===== config.mk =====
export PLATFORM = sky130hd
export DESIGN_NAME = cor_sqrt
export DESIGN_NICKNAME = d
export VERILOG_FILES = /design/src/hw/rtl/cor_pkg.sv /design/src/hw/rtl/cor_sqrt.sv
export SDC_FILE = /design/constraint.sdc
export NUM_CORES = 2
export LEC_CHECK = 0
export BUFFER_PORTS_ARGS = -buffer_cell sky130_fd_sc_hd__buf_2
export CORE_MARGIN = 2
export CORE_UTILIZATION = 45
export CTS_BUF_LIST = sky130_fd_sc_hd__clkbuf_16
export CTS_CLUSTER_SIZE = 24
export DETAILED_ROUTE_END_ITERATION = 7
export SYNTH_ARGS = -nofsm -noshare
export SYNTH_HDL_FRONTEND = slang
export SYNTH_SLANG_ARGS = --single-unit
export TNS_END_PERCENT = 5

===== constraint.sdc =====
create_clock -name i_clk -period 4.24 [get_ports i_clk]
set_input_delay 0.212 -clock i_clk [delete_from_list [all_inputs] [get_ports i_clk]]
set_output_delay 0.212 -clock i_clk [all_outputs]
set_load 0.02 [all_outputs]

===== src/hw/rtl/cor_pkg.sv =====
// ============================================================================
// cor_pkg
// Shared types and constants for the circle overlap resolver datapath.
// ============================================================================
package cor_pkg;

    localparam int COORD_W   = 24;  // centre coordinate width
    localparam int RAD_W     = 8;   // radius width, whole pixels
    localparam int RSUM_W    = 9;   // sum of two radii
    localparam int ELAS_W    = 9;   // elasticity register width
    localparam int ELAS_FRAC = 8;   // elasticity is in units of 1/256
    localparam int DIFF_W    = 25;  // centre difference and its magnitude
    localparam int SQ_W      = 50;  // squared distance
    localparam int ROOT_W    = 25;  // integer square root of SQ_W bits

    localparam logic [ELAS_W-1:0] ELAS_RESET = 9'd128;
    localparam logic [ELAS_W-1:0] ELAS_MAX   = 9'd256;

    typedef struct packed {
        logic signed [COORD_W-1:0] first_x_in;
        logic signed [COORD_W-1:0] first_y_in;
        logic        [RAD_W-1:0]   first_radius;
        logic signed [COORD_W-1:0] second_x_in;
        logic signed [COORD_W-1:0] second_y_in;
        logic        [RAD_W-1:0]   second_radius;
    } t_pair_in;

    typedef struct packed {
        logic signed [COORD_W-1:0] first_x_out;
        logic signed [COORD_W-1:0] first_y_out;
        logic signed [COORD_W-1:0] second_x_out;
        logic signed [COORD_W-1:0] second_y_out;
        logic                      overlapped;
    } t_pair_out;

    // Sideband carried alongside the square root pipeline
    typedef struct packed {
        logic signed [COORD_W-1:0] x1;
        logic signed [COORD_W-1:0] y1;
        logic signed [COORD_W-1:0] x2;
        logic signed [COORD_W-1:0] y2;
        logic                      neg_x;
        logic                      neg_y;
        logic        [DIFF_W-1:0]  mag_x;
        logic        [DIFF_W-1:0]  mag_y;
        logic        [RSUM_W-1:0]  rsum;
    } t_sqrt_side;

    // Sideband carried alongside the divider pipeline
    typedef struct packed {
        logic signed [COORD_W-1:0] x1;
        logic signed [COORD_W-1:0] y1;
        logic signed [COORD_W-1:0] x2;
        logic signed [COORD_W-1:0] y2;
        logic                      neg_x;
        logic                      neg_y;
        logic                      hit;
    } t_div_side;

endpackage


===== src/hw/rtl/cor_sqrt.sv =====
// ============================================================================
// cor_sqrt
// Pipelined floor integer square root, one result bit per register stage.
// ============================================================================
module cor_sqrt (
    input  logic                        i_clk,
    input  logic                        i_rst_n,
    input  logic                        i_valid,
    input  logic [cor_pkg::SQ_W-1:0]    i_radicand,
    input  cor_pkg::t_sqrt_side         i_side,
    output logic                        o_valid,
    output logic [cor_pkg::ROOT_W-1:0]  o_root,
    output cor_pkg::t_sqrt_side         o_side
);
    import cor_pkg::*;

    logic              w_vld  [0:ROOT_W];
    logic [SQ_W-1:0]   w_rem  [0:ROOT_W];
    logic [SQ_W-1:0]   w_root [0:ROOT_W];
    t_sqrt_side        w_side [0:ROOT_W];

    assign w_vld[0]  = i_valid;
    assign w_rem[0]  = i_radicand;
    assign w_root[0] = '0;
    assign w_side[0] = i_side;

    for (genvar g = 0; g < ROOT_W; g++) begin : g_stage
        localparam logic [SQ_W-1:0] BIT = SQ_W'(1) << (2 * (ROOT_W - 1 - g));

        logic              r_vld;
        logic [SQ_W-1:0]   r_rem;
        logic [SQ_W-1:0]   r_root;
        t_sqrt_side        r_side;
        logic [SQ_W-1:0]   n_rem;
        logic [SQ_W-1:0]   n_root;
        logic [SQ_W-1:0]   trial;

        // Try the next root bit; keep it when the remainder allows
        always_comb begin
            trial = w_root[g] + BIT;
            if (w_rem[g] >= trial) begin
                n_rem  = w_rem[g] - trial;
                n_root = (w_root[g] >> 1) + BIT;
            end else begin
                n_rem  = w_rem[g];
                n_root = w_root[g] >> 1;
            end
        end

        always_ff @(posedge i_clk) begin
            if (!i_rst_n) begin
                r_vld <= 1'b0;
            end else begin
                r_vld <= w_vld[g];
            end
        end

        always_ff @(posedge i_clk) begin
            r_rem  <= n_rem;
            r_root <= n_root;
            r_side <= w_side[g];
        end

        assign w_vld[g+1]  = r_vld;
        assign w_rem[g+1]  = r_rem;
        assign w_root[g+1] = r_root;
        assign w_side[g+1] = r_side;
    end

    assign o_valid = w_vld[ROOT_W];
    assign o_root  = w_root[ROOT_W][ROOT_W-1:0];
    assign o_side  = w_side[ROOT_W];

endmodule


After elaboration in Yosys (flattened, before gate mapping) --
Cells that the tools add are included.
Cells by class: muxes and demuxes 49, $add $sub $neg 72, $lt $le $gt $ge 25
Operator list (count):
- $ge A50 B50 Y1 | 24
- $mux W50 | 24
- $mux W49 | 24
- $sub A50 B50 Y50 | 23
- $add A49 B11 Y50 const B | 1
- $add A49 B13 Y50 const B | 1
- $add A49 B15 Y50 const B | 1
- $add A49 B17 Y50 const B | 1
- $add A49 B19 Y50 const B | 1
- $add A49 B21 Y50 const B | 1
- $add A49 B23 Y50 const B | 1
- $add A49 B25 Y50 const B | 1
- $add A49 B27 Y50 const B | 1
- $add A49 B29 Y50 const B | 1
- $add A49 B3 Y50 const B | 1
- $add A49 B31 Y50 const B | 1
- $add A49 B33 Y50 const B | 1
- $add A49 B35 Y50 const B | 1
- $add A49 B37 Y50 const B | 1
- $add A49 B39 Y50 const B | 1
- $add A49 B41 Y50 const B | 1
- $add A49 B43 Y50 const B | 1
- $add A49 B45 Y50 const B | 1
- $add A49 B47 Y50 const B | 1
- 31 further kinds | 31
Storage, ports and cells: output and inout bits 183, word-level logic and storage cells 468, register bits 6374, input port bits 210

Depth between registers and ports, before layout --
depth in word-level cells 3, mapped depth 14, gate-level depth less buffers 12

Worst setup path before layout --
Ideal clock, no wire load.
path kind register to register, from register g_stage[20].r_root[10], to register g_stage[21].r_rem[45], buffers on the path 0, stages on the path, launching flop included 12, required time 4.106 ns, data arrival time 2.843 ns, path slack 1.263 ns, library setup time 0.134 ns, period minus slack after synthesis 2.977 ns, path through dfxtp_1 inv_1 ha_1 or3_1 a2bb2oi_1 a221oi_2 a211oi_1 o31ai_1 nor2_1 a2111o_1 nor4_1 xor2_1
Between the ends: cells in the longest elaborated chain, start to end 3, elaborated cells between the ends (all ways) 4, classes of those cells add/sub: 2; order compare: 1; mux: 1
RTL lines:
- from (decl) | RTL line cor_sqrt.sv:32 | logic [SQ_W-1:0] r_root;
- from (signal assigned) | RTL line cor_sqrt.sv:60 | r_root <= n_root;
- $add A50 B7 Y50 (*) | RTL line cor_sqrt.sv:40 | trial = w_root[g] + BIT;
- $sub A50 B50 Y50 or $ge A50 B50 Y1 (tied branches) | RTL line cor_sqrt.sv:42, cor_sqrt.sv:41
- $mux W50 (*) | RTL line cor_sqrt.sv:41 | if (w_rem[g] >= trial) begin
- named net g_stage[21].n_rem[45] | RTL line cor_sqrt.sv:34 | logic [SQ_W-1:0] n_rem;
- to (signal assigned) | RTL line cor_sqrt.sv:59 | r_rem <= n_rem;
- to (decl) | RTL line cor_sqrt.sv:31 | logic [SQ_W-1:0] r_rem;
The timed path passes the listed nets; every way through them passes the cells marked *. A chain may end at the register's enable or synchronous reset.

Worst setup path in the final report --
from register g_stage[22].r_root[10], to register g_stage[23].r_rem[43]
Between the ends: cells in the longest elaborated chain, start to end 3, elaborated cells between the ends (all ways) 4, classes of those cells add/sub: 2; order compare: 1; mux: 1
RTL lines (RTL line):
- from (decl) | cor_sqrt.sv:32
- from (signal assigned) | cor_sqrt.sv:60
- $add A50 B3 Y50 (*) | cor_sqrt.sv:40
- $sub A50 B50 Y50 or $ge A50 B50 Y1 (tied branches) | cor_sqrt.sv:42, cor_sqrt.sv:41
- $mux W50 (*) | cor_sqrt.sv:41
- named net g_stage[23].n_rem[43] | cor_sqrt.sv:34
- to (signal assigned) | cor_sqrt.sv:59
- to (decl) | cor_sqrt.sv:31
Marked as above.

==> results.md <==
* Drt total wl at 223000 um
* Yosys top cell area share at 80.4%
* Number of synthesized flops with an enable pin at 0
* Largest net degree at the start of global routing at 49
* Combinational power share at 10.2%
* Setup crit end kind: flip-flop
* Dominant synthesized flop cell: dfxtp_1
* CTS tree: done
* Drt pass-1 iters at 6
* Starting DRT DRC Count at 3204
* Leak Pwr at 0.0721 uW
* Cell count after synthesis at 9638
* Num Clock Sinks at 5475
* Initial core utilization at 45.1%
* Die Wd at 554 um
* Max cap viols at 0
* Fin. Hold Viols at 0
* Synth Net Count at 10194
* Vias per cell at 4.42
* Global route overflow at 0
* Antenna viol nets, final at 0
* Mean Syn Cell Area at 14.1 um^2
* First-pass GRT wire length at 360000 um
* Power Density at 705 nW/um^2
* CP Max Fanout at 8
* Ratio of cells with drive above 1 in the final layout at 11.0%
* Kind of critical path: reg2reg
* Seq/Total Area, Yosys at 80.4%
* Core area at 302000 um^2
* Final nets at 11482
* Main area contributors after synthesis: dfxtp_1, ha_1, xor2_1
* Final Max Tran Viols at 0
* DR WL/cell at 14.6 um
* YS warnings at 0
* Layout Area Growth over Synthesis at 20.6%
* Maximum vdd drop at 0.000488 V
* Hold Crit Class: in2reg
* Sw Ratio at 25.0%
* Vias at 67675
* RSZ-0062 raised after global routing: no
* Netlist cell types at 90
* Worst endpoint data arrival time at 4420 ps
* H-tree depth at 6
* CTS max path bufs at 4
* Skew-Pair Late Insertion Delay at 1010 ps
* Slew HR at 25.8%
* Worst Clk Skew at 80.4 ps
* Flop pwr share at 51.7%
* Final setup vio count at 0
* Die area at 307000 um^2
* Row Count at 202
* Leading area contributor after synthesis: dfxtp_1
* FF-to-FF path depth at 12
* Die Height at 554 um
* Final Critical Period at 3550 ps
* Dpl hpwl at 150000 um
* Outcome: complete, no violations
* Port-buffer cells at 392
* RePlAce Congestion at 0.910
* Startpoint types: flip-flop
* I/O pins at 393
* Psw at 29000 uW
* CTS Buf Count at 526
* Mapped cell area at 136000 um^2
* Worst-Margin Slew at 1110 ps
* Clock root buffer: clkbuf_16
* Vias in the first global route at 70332
* GRT Total Usage at 14.3%
* Critical path data required time at 5120 ps
* Hold path cells at 3
* Post-route clock period utilization at 83.6%
* Yosys reg bits at 5475
* Final Power at 116000 uW
* Pint at 87000 uW
* Ys async rst share at 0%
* Clock power frac at 38.1%
* CTS clk-pin slew, worst paths at 60 ps
* Fmax at 282 MHz
* Setup TNS at 0 ps
* Initial antenna violation count at 8
* Detailed-route DRC error count at 0
==> layer usage <==
layer | track usage [%] | vias up | part of all wire [%]
met5 | 0 | - | 0
met4 | 7.43 | 0 | 4.7
met3 | 2.53 | 603 | 4.0
met2 | 24.9 | 1451 | 48
met1 | 16.9 | 31016 | 44
li1 | - | 34605 | -
==> synth_stat cells, drive strengths merged, types with 29 or more instances <==
cell    number
o21ai      249
xnor2      240
or4         47
nand2b      84
nand4       82
mux2        45
nand2      342
a21oi      322
o31ai       41
nor2b       45
and2        42
or2         29
inv        421
o21a        74
a21o       122
xor2       272
clkbuf      77
ha         346
or3         65
nor3       178
nor4       197
nor2       393
dfxtp     5475
nand3       66
a211oi      33
==> critical path: stages (launching register included) <==
cell and delay (ps):
dfxtp_1 330, inv_1 50, ha_1 370, and4_1 280, nand4_1 220, a211o_1 300, a31oi_1 310, buf_4 190
o2111ai_1 110, and3_1 310, or4_1 630, nor3_1 210, xor2_1 170
==> final timing paths <==
| check | end | slack, ps | from |
|---|---|---|---|
| worst min register to register | g_stage[11].r_side[82] | 260 | g_stage[10].r_side[82] |
| worst max register to register | g_stage[23].r_rem[43] | 690 | g_stage[22].r_root[10] |
| worst min-delay path | g_stage[15].r_vld | 240 | i_rst_n |
| worst max-delay path | g_stage[23].r_rem[43] | 690 | g_stage[22].r_root[10] |
==> cells by family (layout without fill, tap and decap cells) <==
| logic type | Yosys count | count (layout) | share of synthesized area (%) |
|---|---|---|---|
| simple gates | 1685 | 1685 | 6.41 |
| other cells | 0 | 6 | 0 |
| xor+xnor | 512 | 512 | 3.29 |
| compound gates | 1044 | 1044 | 4.82 |
| buf+inv | 520 | 2206 | 1.46 |
| mux | 56 | 56 | 0.461 |
| flops | 5475 | 5475 | 80.4 |
| fa+ha+maj | 346 | 346 | 3.17 |
==> through the flow <==
step                std cells  setup slack [ps]  hold WS [ps]  area (um^2)  util, %
global route            15303               393           194       164000     54.4
global placement        13957               734           310       143000     47.4
finish                  15308               694           240       164000     54.4
floorplan                9638              1260           240       136000        -
detailed placement      13957               696           312       143000     47.4
CTS                     15302               637           135       164000     54.4
==> what timing repair did <==
action	4_1_cts	5_1_grt
buffers inserted	0	0
hold buffers	419	0
hold endpoints to repair	233	0
endpoints found under the setup margin	0	0
gates resized for setup	0	0
==> power groups by stage <==
| stage | Combinational, uW | Sequential (uW) | Clock [uW] |
|---|---|---|---|
| finish | 11900 | 60000 | 44200 |
| global route | 13300 | 60500 | 47900 |
| CTS | 11900 | 60000 | 45600 |
| detailed placement | 11500 | 61100 | 0 |
| global placement | 11300 | 61000 | 0 |
| floorplan | 8710 | 59800 | 0 |
==> placed cells by master, fill, tap and decap left out, types with 240 or more instances in the layout <==
cell and n:
xor2_1 272, clkbuf_16 529, ha_1 346, o21ai_0 248, buf_2 392, nor2_1 393
dlygate4sd3_1 419, dfxtp_1 5475, a21oi_1 322, inv_1 536, nand2_1 341, xnor2_1 240
==> state kept, by name, summed over array words and instances, names as in the netlist <==
| name | count |
|---|---|
| g_stage.r_root | 325 |
| g_stage.r_side | 3768 |
| o_side | 157 |
| g_stage.r_vld | 24 |
| o_valid | 1 |
| g_stage.r_rem | 1200 |
==> layout make-up <==
cell class / instances / area [um^2]
Multi-Input combinational cell: 3643 / 24800
Sequential cell: 5475 / 110000
Timing Repair Buffer: 858 / 6530
Fill cell: 24475 / 138000
Inverter: 422 / 1580
Clock inverter: 397 / 3680
Clock buffer: 529 / 13200
Antenna cell: 6 / 15.0
Tap cell: 3978 / 4980
(Power assumes the default switching activity.)
